[src/hw/rtl/housekeeping_report_scheduler_assert.svh]
// Assertion macros for the housekeeping report scheduler.
// Each macro relies on clk and rst_n in the scope where it is used.
`ifndef HOUSEKEEPING_REPORT_SCHEDULER_ASSERT_SVH
`define HOUSEKEEPING_REPORT_SCHEDULER_ASSERT_SVH

`ifndef SYNTHESIS
`define HKRS_ASSERT_IMPLY(lbl, ante, cons) \
    lbl: assert property (@(posedge clk) disable iff (!rst_n) (ante) |-> (cons)) \
        else $error("hkrs implication violated");
`define HKRS_ASSERT_ALWAYS(lbl, expr) \
    lbl: assert property (@(posedge clk) disable iff (!rst_n) (expr)) \
        else $error("hkrs invariant violated");
`else
`define HKRS_ASSERT_IMPLY(lbl, ante, cons)
`define HKRS_ASSERT_ALWAYS(lbl, expr)
`endif

`endif

[src/hw/rtl/hkrs_pkg.sv]
`default_nettype none

package hkrs_pkg;

    localparam int TABLE_DEPTH    = 32;
    localparam int MAX_DATA_BYTES = 256;
    localparam int SIZE_LIMIT     = MAX_DATA_BYTES - 2;
    localparam int ADDR_W         = (TABLE_DEPTH > 1) ? $clog2(TABLE_DEPTH) : 1;
    localparam int CNT_W          = $clog2(TABLE_DEPTH + 1);
    localparam int OUT_IDX_W      = 6;

    typedef enum logic [2:0] {
        K_CLEAR    = 3'd0,
        K_APPEND   = 3'd1,
        K_START    = 3'd2,
        K_TICK     = 3'd3,
        K_ENABLE   = 3'd4,
        K_DISABLE  = 3'd5,
        K_SET_RATE = 3'd6,
        K_REPORT   = 3'd7
    } kind_t;

    typedef enum logic [2:0] {
        STS_OK          = 3'd0,
        STS_INVALID     = 3'd1,
        STS_NOT_INIT    = 3'd2,
        STS_NOT_FOUND   = 3'd3,
        STS_BAD_VALUE   = 3'd4,
        STS_FULL        = 3'd5,
        STS_NONE_DUE    = 3'd6,
        STS_WRONG_PHASE = 3'd7
    } status_t;

    typedef enum logic [3:0] {
        S_IDLE,
        S_DISPATCH,
        S_SRCH,
        S_SRCH_CMP,
        S_DIV,
        S_FOUND,
        S_SWP_RD,
        S_SWP_WR,
        S_TICK_RD,
        S_TICK_CHK,
        S_TICK_END
    } state_t;

    typedef struct packed {
        logic [2:0]  kind;
        logic [15:0] hkid;
        logic [15:0] rate;
        logic [7:0]  size;
        logic        enable;
    } cmd_t;

    typedef struct packed {
        status_t                status_code;
        logic [15:0]            report_id;
        logic [OUT_IDX_W-1:0]   entry_index;
        logic [15:0]            entry_rate;
        logic [7:0]             entry_size;
        logic                   entry_enabled;
        logic                   last;
    } res_t;

endpackage

`default_nettype wire

[src/hw/rtl/hkrs_if.sv]
`default_nettype none

interface hkrs_cmd_if;
    logic              valid;
    logic              ready;
    hkrs_pkg::cmd_t    data;
    modport source (output valid, output data, input ready);
    modport sink   (input valid, input data, output ready);
endinterface

interface hkrs_res_if;
    logic              valid;
    logic              ready;
    hkrs_pkg::res_t    data;
    modport source (output valid, output data, input ready);
    modport sink   (input valid, input data, output ready);
endinterface

`default_nettype wire

[src/hw/rtl/housekeeping_report_scheduler.sv]
// Housekeeping report scheduler.
// cmd: one command transaction per item (kind, hkid, rate, size, enable).
// res: one or more result transactions per command; last marks the final one.
// One command is worked at a time; cmd.ready is high only while idle.
// Clear, append, start failures, phase errors and other rejected commands are
// answered straight from the dispatch state; id lookups run a binary search (at
// most log2(depth)+1 steps); set rate adds a serial remainder of the 32-bit tick
// count by the new rate.
// Start and enable/disable of all entries walk the table entry by entry (read,
// then write back). A tick walks it the same way and gives its last result at
// the end of the walk. The table memory has one registered read port and one
// write port.
// Each entry keeps the tick count modulo its rate, updated on every tick.
// Reset empties the table, disarms and zeroes the tick count; no clearing
// pass is needed. When res is stalled, the block holds its result in the
// output register; the command stops at its next result until it is taken.
`default_nettype none
`include "housekeeping_report_scheduler_assert.svh"

module housekeeping_report_scheduler (
    input  wire logic  clk,
    input  wire logic  rst_n,
    hkrs_cmd_if.sink   cmd,
    hkrs_res_if.source res
);

    localparam int ADDR_W = hkrs_pkg::ADDR_W;
    localparam int CNT_W  = hkrs_pkg::CNT_W;

    typedef struct packed {
        logic [15:0] id;
        logic [15:0] rate;
        logic [7:0]  size;
        logic        en;
        logic [15:0] rem;
    } entry_t;

    function automatic hkrs_pkg::res_t mk_res(hkrs_pkg::status_t st, logic [15:0] id,
                                              logic [ADDR_W-1:0] idx, entry_t e,
                                              logic with_entry, logic lst);
        hkrs_pkg::res_t r;
        r.status_code   = st;
        r.report_id     = id;
        r.entry_index   = with_entry ? hkrs_pkg::OUT_IDX_W'(idx) : '0;
        r.entry_rate    = with_entry ? e.rate : '0;
        r.entry_size    = with_entry ? e.size : '0;
        r.entry_enabled = with_entry ? e.en : 1'b0;
        r.last          = lst;
        return r;
    endfunction

    entry_t mem_r [hkrs_pkg::TABLE_DEPTH];
    entry_t rd_reg;
    logic               mem_re, mem_we;
    logic [ADDR_W-1:0]  mem_ra, mem_wa;
    entry_t             mem_wd;

    hkrs_pkg::state_t   state_reg, state_next;
    hkrs_pkg::cmd_t     cmd_reg, cmd_next;
    logic [CNT_W-1:0]   count_reg, count_next;
    logic [15:0]        last_id_reg, last_id_next;
    logic               lf_reg, lf_next;
    logic               armed_reg, armed_next;
    logic [31:0]        tick_reg, tick_next;
    logic [ADDR_W-1:0]  idx_reg, idx_next;
    logic [CNT_W-1:0]   lo_reg, lo_next, end_reg, end_next;
    logic [ADDR_W-1:0]  mid_reg, mid_next;
    logic [31:0]        div_sh_reg, div_sh_next;
    logic [15:0]        div_rem_reg, div_rem_next;
    logic [4:0]         div_cnt_reg, div_cnt_next;
    logic               pend_valid_reg, pend_valid_next;
    hkrs_pkg::res_t     pend_reg, pend_next;
    hkrs_pkg::res_t     out_reg, out_data;
    logic               out_valid_reg, out_load;
    logic               out_free;
    logic               in_tick;

    assign out_free  = !out_valid_reg || res.ready;
    assign cmd.ready = (state_reg == hkrs_pkg::S_IDLE);
    assign res.valid = out_valid_reg;
    assign res.data  = out_reg;
    assign in_tick   = (state_reg == hkrs_pkg::S_TICK_RD)
                       || (state_reg == hkrs_pkg::S_TICK_CHK)
                       || (state_reg == hkrs_pkg::S_TICK_END);

    always_ff @(posedge clk)
    begin
        if (mem_we)
        begin
            mem_r[mem_wa] <= mem_wd;
        end
        if (mem_re)
        begin
            rd_reg <= mem_r[mem_ra];
        end
    end

    always_comb
    begin
        entry_t            e;
        logic              ok;
        logic              last_ent;
        logic              due;
        logic [16:0]       t17;
        logic [CNT_W:0]    msum;
        logic [16:0]       rem_inc;

        state_next      = state_reg;
        cmd_next        = cmd_reg;
        count_next      = count_reg;
        last_id_next    = last_id_reg;
        lf_next         = lf_reg;
        armed_next      = armed_reg;
        tick_next       = tick_reg;
        idx_next        = idx_reg;
        lo_next         = lo_reg;
        end_next        = end_reg;
        mid_next        = mid_reg;
        div_sh_next     = div_sh_reg;
        div_rem_next    = div_rem_reg;
        div_cnt_next    = div_cnt_reg;
        pend_valid_next = pend_valid_reg;
        pend_next       = pend_reg;
        out_load        = 1'b0;
        out_data        = mk_res(hkrs_pkg::STS_OK, cmd_reg.hkid, '0, rd_reg, 1'b0, 1'b1);
        mem_re          = 1'b0;
        mem_ra          = idx_reg;
        mem_we          = 1'b0;
        mem_wa          = idx_reg;
        mem_wd          = rd_reg;
        e               = rd_reg;
        ok              = 1'b0;
        last_ent        = (CNT_W'(idx_reg) + CNT_W'(1)) == count_reg;
        due             = rd_reg.en && (rd_reg.rem == 16'd0);
        t17             = {div_rem_reg, div_sh_reg[31]};
        msum            = {1'b0, lo_reg} + {1'b0, end_reg};
        rem_inc         = {1'b0, rd_reg.rem} + 17'd1;

        unique case (state_reg)
            hkrs_pkg::S_IDLE:
            begin
                if (cmd.valid)
                begin
                    cmd_next   = cmd.data;
                    state_next = hkrs_pkg::S_DISPATCH;
                end
            end
            hkrs_pkg::S_DISPATCH:
            begin
                if (out_free)
                begin
                    out_load   = 1'b1;
                    state_next = hkrs_pkg::S_IDLE;
                    idx_next   = '0;
                    lo_next    = '0;
                    end_next   = count_reg;
                    unique case (hkrs_pkg::kind_t'(cmd_reg.kind))
                        hkrs_pkg::K_CLEAR:
                        begin
                            out_data.report_id = '0;
                            count_next = '0;
                            lf_next    = 1'b0;
                            armed_next = 1'b0;
                            tick_next  = '0;
                        end
                        hkrs_pkg::K_APPEND:
                        begin
                            ok = ((count_reg == '0) ? (cmd_reg.hkid != 16'd0)
                                                    : (cmd_reg.hkid > last_id_reg))
                                 && (cmd_reg.rate != 16'd0) && (cmd_reg.size != 8'd0)
                                 && ({1'b0, cmd_reg.size} <= 9'(hkrs_pkg::SIZE_LIMIT));
                            if (armed_reg)
                            begin
                                out_data.status_code = hkrs_pkg::STS_WRONG_PHASE;
                            end
                            else if (count_reg >= CNT_W'(hkrs_pkg::TABLE_DEPTH))
                            begin
                                out_data.status_code = hkrs_pkg::STS_FULL;
                            end
                            else if (!ok)
                            begin
                                lf_next = 1'b1;
                                out_data.status_code = hkrs_pkg::STS_INVALID;
                            end
                            else
                            begin
                                e.id   = cmd_reg.hkid;
                                e.rate = cmd_reg.rate;
                                e.size = cmd_reg.size;
                                e.en   = cmd_reg.enable;
                                e.rem  = '0;
                                mem_we = 1'b1;
                                mem_wa = count_reg[ADDR_W-1:0];
                                mem_wd = e;
                                out_data = mk_res(hkrs_pkg::STS_OK, cmd_reg.hkid,
                                                  count_reg[ADDR_W-1:0], e, 1'b1, 1'b1);
                                count_next   = count_reg + CNT_W'(1);
                                last_id_next = cmd_reg.hkid;
                            end
                        end
                        hkrs_pkg::K_START:
                        begin
                            out_data.report_id = '0;
                            if (count_reg == '0 || lf_reg)
                            begin
                                out_data.status_code = hkrs_pkg::STS_INVALID;
                            end
                            else
                            begin
                                out_load   = 1'b0;
                                state_next = hkrs_pkg::S_SWP_RD;
                            end
                        end
                        default:
                        begin
                            if (!armed_reg)
                            begin
                                out_data.status_code = hkrs_pkg::STS_NOT_INIT;
                                if (cmd_reg.kind == hkrs_pkg::K_TICK)
                                begin
                                    out_data.report_id = '0;
                                end
                            end
                            else if (cmd_reg.kind == hkrs_pkg::K_TICK)
                            begin
                                out_load   = 1'b0;
                                state_next = hkrs_pkg::S_TICK_RD;
                            end
                            else if (cmd_reg.hkid == 16'd0
                                     && (cmd_reg.kind == hkrs_pkg::K_ENABLE
                                         || cmd_reg.kind == hkrs_pkg::K_DISABLE))
                            begin
                                out_load   = 1'b0;
                                state_next = hkrs_pkg::S_SWP_RD;
                            end
                            else if (cmd_reg.hkid == 16'd0
                                     || (cmd_reg.kind == hkrs_pkg::K_SET_RATE
                                         && cmd_reg.rate == 16'd0))
                            begin
                                out_data.status_code = hkrs_pkg::STS_BAD_VALUE;
                            end
                            else
                            begin
                                out_load   = 1'b0;
                                state_next = hkrs_pkg::S_SRCH;
                            end
                        end
                    endcase
                end
            end
            hkrs_pkg::S_SRCH:
            begin
                if (lo_reg < end_reg)
                begin
                    mem_re     = 1'b1;
                    mem_ra     = msum[ADDR_W:1];
                    mid_next   = msum[ADDR_W:1];
                    state_next = hkrs_pkg::S_SRCH_CMP;
                end
                else if (out_free)
                begin
                    out_load = 1'b1;
                    out_data.status_code = hkrs_pkg::STS_NOT_FOUND;
                    state_next = hkrs_pkg::S_IDLE;
                end
            end
            hkrs_pkg::S_SRCH_CMP:
            begin
                if (rd_reg.id == cmd_reg.hkid)
                begin
                    if (cmd_reg.kind == hkrs_pkg::K_SET_RATE)
                    begin
                        div_sh_next  = tick_reg;
                        div_rem_next = '0;
                        div_cnt_next = '0;
                        state_next   = hkrs_pkg::S_DIV;
                    end
                    else
                    begin
                        state_next = hkrs_pkg::S_FOUND;
                    end
                end
                else
                begin
                    if (rd_reg.id < cmd_reg.hkid)
                    begin
                        lo_next = CNT_W'(mid_reg) + CNT_W'(1);
                    end
                    else
                    begin
                        end_next = CNT_W'(mid_reg);
                    end
                    state_next = hkrs_pkg::S_SRCH;
                end
            end
            hkrs_pkg::S_DIV:
            begin
                if (t17 >= {1'b0, cmd_reg.rate})
                begin
                    t17 = t17 - {1'b0, cmd_reg.rate};
                end
                div_rem_next = t17[15:0];
                div_sh_next  = {div_sh_reg[30:0], 1'b0};
                div_cnt_next = div_cnt_reg + 5'd1;
                if (div_cnt_reg == 5'd31)
                begin
                    state_next = hkrs_pkg::S_FOUND;
                end
            end
            hkrs_pkg::S_FOUND:
            begin
                unique case (hkrs_pkg::kind_t'(cmd_reg.kind))
                    hkrs_pkg::K_ENABLE:   e.en = 1'b1;
                    hkrs_pkg::K_DISABLE:  e.en = 1'b0;
                    hkrs_pkg::K_SET_RATE:
                    begin
                        e.rate = cmd_reg.rate;
                        e.rem  = div_rem_reg;
                    end
                    default:              e = rd_reg;
                endcase
                if (out_free)
                begin
                    mem_we     = (cmd_reg.kind != hkrs_pkg::K_REPORT);
                    mem_wa     = mid_reg;
                    mem_wd     = e;
                    out_load   = 1'b1;
                    out_data   = mk_res(hkrs_pkg::STS_OK, cmd_reg.hkid, mid_reg, e,
                                        1'b1, 1'b1);
                    state_next = hkrs_pkg::S_IDLE;
                end
            end
            hkrs_pkg::S_SWP_RD:
            begin
                mem_re     = 1'b1;
                state_next = hkrs_pkg::S_SWP_WR;
            end
            hkrs_pkg::S_SWP_WR:
            begin
                if (cmd_reg.kind == hkrs_pkg::K_START)
                begin
                    e.rem = '0;
                end
                else
                begin
                    e.en = (cmd_reg.kind == hkrs_pkg::K_ENABLE);
                end
                mem_wd = e;
                if (!last_ent)
                begin
                    mem_we     = 1'b1;
                    idx_next   = idx_reg + ADDR_W'(1);
                    state_next = hkrs_pkg::S_SWP_RD;
                end
                else if (out_free)
                begin
                    mem_we   = 1'b1;
                    out_load = 1'b1;
                    out_data.report_id = '0;
                    if (cmd_reg.kind == hkrs_pkg::K_START)
                    begin
                        armed_next = 1'b1;
                        tick_next  = '0;
                    end
                    state_next = hkrs_pkg::S_IDLE;
                end
            end
            hkrs_pkg::S_TICK_RD:
            begin
                mem_re     = 1'b1;
                state_next = hkrs_pkg::S_TICK_CHK;
            end
            hkrs_pkg::S_TICK_CHK:
            begin
                if (!(due && pend_valid_reg && !out_free))
                begin
                    e.rem  = ((&tick_reg) || rem_inc == {1'b0, rd_reg.rate})
                             ? 16'd0 : rem_inc[15:0];
                    mem_we = 1'b1;
                    mem_wd = e;
                    if (due)
                    begin
                        if (pend_valid_reg)
                        begin
                            out_load = 1'b1;
                            out_data = pend_reg;
                        end
                        pend_valid_next = 1'b1;
                        pend_next = mk_res(hkrs_pkg::STS_OK, rd_reg.id, idx_reg, rd_reg,
                                           1'b1, 1'b0);
                    end
                    if (last_ent)
                    begin
                        state_next = hkrs_pkg::S_TICK_END;
                    end
                    else
                    begin
                        idx_next   = idx_reg + ADDR_W'(1);
                        state_next = hkrs_pkg::S_TICK_RD;
                    end
                end
            end
            hkrs_pkg::S_TICK_END:
            begin
                if (out_free)
                begin
                    out_load = 1'b1;
                    if (pend_valid_reg)
                    begin
                        out_data      = pend_reg;
                        out_data.last = 1'b1;
                    end
                    else
                    begin
                        out_data = mk_res(hkrs_pkg::STS_NONE_DUE, '0, '0, rd_reg,
                                          1'b0, 1'b1);
                    end
                    pend_valid_next = 1'b0;
                    tick_next       = tick_reg + 32'd1;
                    state_next      = hkrs_pkg::S_IDLE;
                end
            end
            default:
            begin
                state_next = hkrs_pkg::S_IDLE;
            end
        endcase
    end

    always_ff @(posedge clk or negedge rst_n)
    begin
        if (!rst_n)
        begin
            state_reg      <= hkrs_pkg::S_IDLE;
            count_reg      <= '0;
            lf_reg         <= 1'b0;
            armed_reg      <= 1'b0;
            tick_reg       <= '0;
            pend_valid_reg <= 1'b0;
            out_valid_reg  <= 1'b0;
        end
        else
        begin
            state_reg      <= state_next;
            count_reg      <= count_next;
            lf_reg         <= lf_next;
            armed_reg      <= armed_next;
            tick_reg       <= tick_next;
            pend_valid_reg <= pend_valid_next;
            out_valid_reg  <= out_load || (out_valid_reg && !res.ready);
        end
    end

    always_ff @(posedge clk)
    begin
        cmd_reg     <= cmd_next;
        last_id_reg <= last_id_next;
        idx_reg     <= idx_next;
        lo_reg      <= lo_next;
        end_reg     <= end_next;
        mid_reg     <= mid_next;
        div_sh_reg  <= div_sh_next;
        div_rem_reg <= div_rem_next;
        div_cnt_reg <= div_cnt_next;
        pend_reg    <= pend_next;
        if (out_load)
        begin
            out_reg <= out_data;
        end
    end

    `HKRS_ASSERT_IMPLY(a_idle_no_pend, cmd.ready, !pend_valid_reg)
    `HKRS_ASSERT_IMPLY(a_nonlast_in_tick, res.valid && !res.data.last, in_tick)
    `HKRS_ASSERT_ALWAYS(a_count_bound, count_reg <= CNT_W'(hkrs_pkg::TABLE_DEPTH))
    `HKRS_ASSERT_IMPLY(a_armed_nonempty, armed_reg, count_reg != '0)

endmodule

`default_nettype wire
[src/flat_wrapper.sv]
// flat-port wrapper written by rule: the top's interface ports become plain ports
module housekeeping_report_scheduler_flat 
  (clk, rst_n, cmd_valid, cmd_data, cmd_ready, res_valid, res_data, res_ready);
  hkrs_cmd_if cmd_i ();
  hkrs_res_if res_i ();
  input  wire logic clk;
  input  wire logic rst_n;
  input wire logic [$bits(cmd_i.valid)-1:0] cmd_valid;
  input wire logic [$bits(cmd_i.data)-1:0] cmd_data;
  output wire logic [$bits(cmd_i.ready)-1:0] cmd_ready;
  output wire logic [$bits(res_i.valid)-1:0] res_valid;
  output wire logic [$bits(res_i.data)-1:0] res_data;
  input wire logic [$bits(res_i.ready)-1:0] res_ready;
  assign cmd_i.valid = cmd_valid;
  assign cmd_i.data = cmd_data;
  assign cmd_ready = cmd_i.ready;
  assign res_valid = res_i.valid;
  assign res_data = res_i.data;
  assign res_i.ready = res_ready;
  housekeeping_report_scheduler u_core (.clk(clk), .rst_n(rst_n), .cmd(cmd_i), .res(res_i));
endmodule
[config.mk]
export PLATFORM = sky130hd
export DESIGN_NAME = housekeeping_report_scheduler_flat
export DESIGN_NICKNAME = d
export VERILOG_FILES = /design/src/hw/rtl/hkrs_pkg.sv /design/src/hw/rtl/hkrs_if.sv /design/src/hw/rtl/housekeeping_report_scheduler.sv /design/src/flat_wrapper.sv
export VERILOG_INCLUDE_DIRS = /design/src /design/src/hw/rtl
export SDC_FILE = /design/constraint.sdc
export NUM_CORES = 2
export LEC_CHECK = 0
export ABC_CLOCK_PERIOD_IN_PS = 11800
export BUFFER_PORTS_ARGS = -buffer_cell sky130_fd_sc_hd__buf_2
export CAP_MARGIN = 10
export CORE_UTILIZATION = 60
export CTS_CLUSTER_DIAMETER = 200
export DETAILED_ROUTE_END_ITERATION = 7
export GPL_TIMING_DRIVEN = 1
export HOLD_SLACK_MARGIN = 0.05
export PLACE_DENSITY_LB_ADDON = 0.3
export SLEW_MARGIN = 5
export SYNTH_ARGS = -nofsm -noshare
export SYNTH_HDL_FRONTEND = slang
export SYNTH_SLANG_ARGS = --single-unit
[constraint.sdc]
create_clock -name clk -period 11.8 [get_ports clk]
set_input_delay 1.18 -clock clk [delete_from_list [all_inputs] [get_ports clk]]
set_output_delay 1.18 -clock clk [all_outputs]
set_load 0.005 [all_outputs]
Yosys cells after proc, flatten, opt, wreduce, memory -nomap -nowiden
Memory sizes are Yosys's and may differ from the RTL's. A register that Yosys moved wholly into a read port is not among the register bits.
Cells that the tools add are included.
- register bits after elaboration: 278
- bits in latches: 0
- bits in writable memories: 1824
- memory bits (read-only): 0
- input bits: 48
- word-level logic and storage cells: 289
- memories kept: 1
- add/subtract/negate cells: 9
- $mul: 0
- divide/modulo/power cells: 0
- $lt $le $gt $ge: 6
- equal/unequal tests: 40
- shift operators: 0
- mux-type cells: 145
- bitwise logic cells: 3
- reduce and logical (&&, ||, !) cells: 53
- memories (name ; words ; width ; rd ports ; clocked after Yosys merged registers in ; wr ports ; line ; RTL):
    u_core.mem_r ; 32 ; 57 ; 1 ; 1 ; 1 ; housekeeping_report_scheduler.sv:52 ; entry_t mem_r [hkrs_pkg::TABLE_DEPTH];
- operator list (cell ; count):
    $mux W32 ; 9
    $mux W57 ; 5
    $pmux W57 S4 ; 1
    $mux W16 ; 12
    $mux W51 ; 3
    $mux W48 ; 3
    $pmux W32 S4 ; 1
    $mux W31 ; 4
    $pmux W32 S3 ; 1
    $pmux W16 S5 ; 1
    $mux W5 ; 13
    $pmux W16 S2 ; 2
    $pmux W32 S2 ; 1
    $mux W6 ; 9
    $logic_not A16 Y1 ; 3
    $mux W41 ; 1
    $mux W4 ; 10
    $pmux W4 S10 ; 1
    $mux W1 ; 39
    $pmux W6 S2 ; 3
    $add A32 B1 Y32 const B ; 1
    $reduce_and A32 Y1 ; 1
    $reduce_bool A16 Y1 ; 2
    $mux W3 ; 9
    other kinds (51) ; 121

Depth between registers and ports, before layout
- depth after elaboration: 13
- mapped depth: 15
- mapped depth without buffers: 11

Worst setup path before layout
No wires, ideal clock.
- path type: register to register
- from: register u_core.cmd_reg[36] (netlist name)
- to: register u_core.div_cnt_reg[0] (enable)
- setup time: 0.543 ns
- data arrival time: 5.560 ns
- data required time: 11.257 ns
- path slack: 5.697 ns
- stages on the path, launching flop included: 8
- clock period less this slack: 6.103 ns
- cells stage by stage: edfxtp_1 > inv_1 > ha_1 > nand4_1 > nor2_1 > nand3_1 > or4_1 > o31ai_1
- word-level cells in the longest chain between the ends: 3
- RTL lines (item ; line ; RTL):
    start: declaration ; housekeeping_report_scheduler.sv:59 ; hkrs_pkg::cmd_t cmd_reg, cmd_next;
    start signal: assignment ; housekeeping_report_scheduler.sv:456 ; cmd_reg <= cmd_next;
    $eq A16 B16 Y1 ; housekeeping_report_scheduler.sv:269 ; if (rd_reg.id == cmd_reg.hkid)
    $ne A2 B1 Y1 (no line) ; - ;
    $reduce_and A3 Y1 (no line) ; - ;
    end signal: assignment ; housekeeping_report_scheduler.sv:464 ; div_cnt_reg <= div_cnt_next;
    end: declaration ; housekeeping_report_scheduler.sv:70 ; logic [4:0] div_cnt_reg, div_cnt_next;
No other way between the ends.
A chain may end at the register's enable or synchronous reset.

Final worst setup path
- from: register u_core.cmd_reg[40] (netlist name)
- to: memory u_core.mem_r[13][35] (netlist name) (enable)
- word-level cells in the longest chain between the ends: 13
- RTL lines (item ; line ; RTL):
    $gt A16 B16 Y1 / $reduce_bool A16 Y1 (equally long branches) ; housekeeping_report_scheduler.sv:169, housekeeping_report_scheduler.sv:168 ;
    $mux W1 * ; housekeeping_report_scheduler.sv:168 ; ok = ((count_reg == '0) ? (cmd_reg.hkid != 16'd0)
    $logic_and A1 B1 Y1 * (2 in series) ; housekeeping_report_scheduler.sv:170 ; && (cmd_reg.rate != 16'd0) && (cmd_reg.size != 8'd0)
    $logic_and A1 B1 Y1 * ; housekeeping_report_scheduler.sv:171 ; && ({1'b0, cmd_reg.size} <= 9'(hkrs_pkg::SIZE_LIMIT));
    $mux W1 ; housekeeping_report_scheduler.sv:180 ; else if (!ok)
    $mux W1 ; housekeeping_report_scheduler.sv:176 ; else if (count_reg >= CNT_W'(hkrs_pkg::TABLE_DEPTH))
    $mux W1 ; housekeeping_report_scheduler.sv:172 ; if (armed_reg)
    $mux W1 ; housekeeping_report_scheduler.sv:157 ; unique case (hkrs_pkg::kind_t'(cmd_reg.kind))
    $mux W1 ; housekeeping_report_scheduler.sv:150 ; if (out_free)
    $pmux W1 S4 ; housekeeping_report_scheduler.sv:139 ; unique case (state_reg)
    $mux W1 ; housekeeping_report_scheduler.sv:88 ; if (mem_we)
    $mux W1 (not written as such) ; housekeeping_report_scheduler.sv:90 ; mem_r[mem_wa] <= mem_wd;
    end: declaration ; housekeeping_report_scheduler.sv:52 ;
Mark *: on every way between the ends. The rest lies on a longest branch, timed or not.

==> impl_summary.md <==
Clock network
The root buffer cell chosen for the clock tree is sky130_fd_sc_hd__clkbuf_16. Counting every sink on the clock net gives 2158. The maximum buffer depth of the clock tree is 3. The clock reaches the later pin of the worst-skew pair after 860 ps. The clock transition at the register clock pins on the worst setup and hold paths after CTS is 60 ps. The post-CTS setup buffer count is 0. In this run, post-CTS hold repair placed 0 buffers. Gates resized during post-CTS repair numbered 0. TritonCTS built the clock tree. The clock tree synthesis step divided the H-tree into 4 levels. The number of buffers inserted during clock tree synthesis is 208.

Synthesis
The post-synthesis net count is 5505. The register area share after synthesis is 71.64%. The netlist area before placement is 90130 sq um. The number of instances in the synthesized netlist is 5389. Counting flops with a built-in enable in the synthesized netlist gives 2112.

In the synthesized netlist the async set-or-reset flop fraction comes to 2.132%. The largest total area in the synthesized netlist belongs to sky130_fd_sc_hd__edfxtp_1. By area the synthesized netlist is led by sky130_fd_sc_hd__edfxtp_1 (70%), sky130_fd_sc_hd__mux2i_1 (12%), sky130_fd_sc_hd__mux2_2 (3.6%). The number of different library cells in the post-synthesis netlist is 90. The synthesized design contains 2158 register bits. During synthesis, Yosys emitted a total of 0 warnings. A synthesized cell averages 16.72 sq um. The most common flop cell mapped by yosys is sky130_fd_sc_hd__edfxtp_1. The share of synthesized area in the top cell type comes to 70.37%.

Die
The y dimension of the die is 389.6 microns. The floorplan step defined a die boundary enclosing 151800 sq um. The total area inside the core boundary comes to 148400 sq um.

The number of placed I/O pins is 101. Once the floorplan was initialized, standard cells occupied 60.75% of the core. The die is 389.6 microns wide.

The initialized floorplan defines 141 standard-cell rows.

Worst setup path
The worst setup path is captured at a flop. STA classifies the critical path startpoint as a flop. Traced cell by cell, the critical path runs through ha_1, nand4_1, nor3_1, buf_4, and3_1, or4_4, nand2b_4, clkinv_4, a22o_2, a211o_1, nor2_4, buf_4.

The kind of critical path is flop to flop. The most numerous cell on the critical path is sky130_fd_sc_hd__buf_4. The cell with the biggest individual delay on the critical path is sky130_fd_sc_hd__nor2_4.

The stage delay of the slowest cell on the critical path is 1110 ps. The arrival time at the worst endpoint is 7390 ps. The peak fanout along the critical path is 52. Data on the critical path is required at its endpoint by 12280 ps.

Detailed routing
In the final routed layout, each cell accounts on average for 29.91 microns. The remaining number of nets flagged by the antenna check after routing is 0. The number of iterations in the first detailed-routing pass is 6. The post-detailed-routing wire length is 231.1 mm. After the first detailed-routing iteration, the DRC count stood at 6531. The detail-routed via count per cell is 6.545. The number of DRC violations after detailed routing is 0.

The routed layout has 50570 vias.

Final layout
The final core utilization is 67.40%. After the last flow step, the layout net total stands at 5668. Leaving out fill and tap cells, the most frequent cell in the layout is sky130_fd_sc_hd__edfxtp_1. The synthesis-to-layout area growth is 10.95%. The flip-flop count of the largest register, all copies and words added is 1824. The share of cells above drive strength 1 is 16.09%. In the layout the commonest cells are sky130_fd_sc_hd__edfxtp_1 (2112), sky130_fd_sc_hd__mux2i_1 (1099), sky130_fd_sc_hd__mux2_2 (290). The design area is 100000 sq um.

STA
After routing, the total negative slack on setup checks comes to 0 ps. The worst clock skew on the final layout is 49.63 ps. Setup repair after global routing left no endpoint under its margin. The final-report setup violation count is 0. The total count of hold-check failures in the final report came to 0. The worst-margin pin slew is 1372 ps. The relative max-transition margin is 8.522%. Derived from the worst setup path, the maximum achievable clock frequency is 144.7 MHz.

The clock period minus worst slack is 6913 ps. In the finished design, the share of the clock period the worst path needs comes to 58.58%. The count of pins over their slew limit is 0.

Placed design
The number of buffers added on ports is 99. The instance area at placement is 93200 sq um. The congestion estimate from routability-driven global placement came to 0.9165. The half-perimeter wire length after placement is 131.7 mm.

Global routing
The total track usage is 30.14%. The via count of the first global-routing pass is 48830. Entering global routing, the biggest net connects 123 pins. The total global routing overflow is 0. The initial antenna violation count came to 10. The first global-routing pass estimated 329.6 mm of wire.

Min path
The type of the worst min-delay path is flop to flop.

Pwr
Power spread over the standard cell area amounts to 234.1 nW/um^2. Overall power consumption after layout is estimated at 23.41 mW. The worst-case vdd ir drop is 206.2 uV. For this design the static power due to leakage is 34.89 nW.

Status
The run finished with clean final reports.

Run
The max-cap check violation count is 0.
[cell families (layout without fill, tap and decap cells)]
logic type	after synthesis	count (layout)	synth area share, %
flip-flops	2158	2158	71.64
AO/OA/AOI/OAI	573	573	4.717
AND/OR/NAND/NOR	734	734	3.997
XOR/XNOR	72	72	0.6997
buffers and inverters	392	726	2.120
adder cells (fa/ha/maj)	68	68	0.9607
multiplexers	1391	1391	15.86
other	1	2	0.004161
[synth_stat cells, drive strengths merged, types with 20 or more instances]
master and count:
edfxtp 2112, mux2i 1099, mux2 292, nand2 258
nor2 162, buf 158, a22o 132, clkbuf 131
inv 102, nor4 89, o21ai 85, ha 66
o22ai 62, a21oi 59, o2bb2ai 58, xnor2 52
nand3 47, dfrtp 46, nor3 36, nand4 26
a22oi 23, xor2 20
[critical path, delay by kind of cell (launching register included)]
kind	cells	cell delay, ps
fa+ha+maj	1	440
buf+inv	3	1370
simple gates	6	2970
flops	1	690
compound gates	2	1010
[where the power goes]
group	leakage (nW)	internal (mW)	switching (mW)
Sequential	19.7	9.58	0.281
Combinational	11.9	2.58	4.44
Clock	3.23	3.69	2.83
[layout make-up]
cell class | instances | area, sq um
fillers | 9637 | 48370
well taps | 2002 | 2505
multi-input cells | 2839 | 24150
clock buffers | 263 | 5579
flip-flops and latches | 2158 | 64570
repair buffers | 242 | 1660
diodes | 1 | 2.502
inverters | 103 | 394.1
clock inverters | 118 | 1129
[stage by stage]
stage | hold WS, ps | setup WS [ps] | instances
floorplan | 424.4 | 5697 | 5389
global placement | 472.2 | 5252 | 7337
detailed placement | 480.9 | 5175 | 7339
CTS | 457.9 | 5181 | 7720
global route | 478.6 | 4808 | 7725
finish | 495.2 | 4887 | 7726
[per-layer routing]
metal  vias up  track usage [%]  wire (microns)
li1      21510                -               -
met1     25550            41.93           91000
met2      3025            46.47          105700
met3       479            7.944           26750
met4         6            10.14            7573
met5         -                0              32
[path summary, 6_finish.rpt]
| check | from | to | slack (ps) | cells after the start |
|---|---|---|---|---|
| min in group asynchronous | rst_n | u_core.armed_reg$_DFFE_PN0P_ | 580 | 1 |
| setup / recovery | u_core.cmd_reg[40]$_DFFE_PP_ | u_core.mem_r[13][35]$_DFFE_PP_ | 4890 | 12 |
| setup reg to reg | u_core.cmd_reg[40]$_DFFE_PP_ | u_core.mem_r[13][35]$_DFFE_PP_ | 4890 | 12 |
| max in group asynchronous | rst_n | u_core.tick_reg[25]$_DFFE_PN0P_ | 10540 | 1 |
| hold reg to reg | u_core.rd_reg[21]$_DFFE_PP_ | u_core.pend_reg[6]$_DFFE_PP_ | 500 | 0 |
| hold / removal | u_core.rd_reg[21]$_DFFE_PP_ | u_core.pend_reg[6]$_DFFE_PP_ | 500 | 0 |
Note: power is estimated with default switching activity, not from simulation.
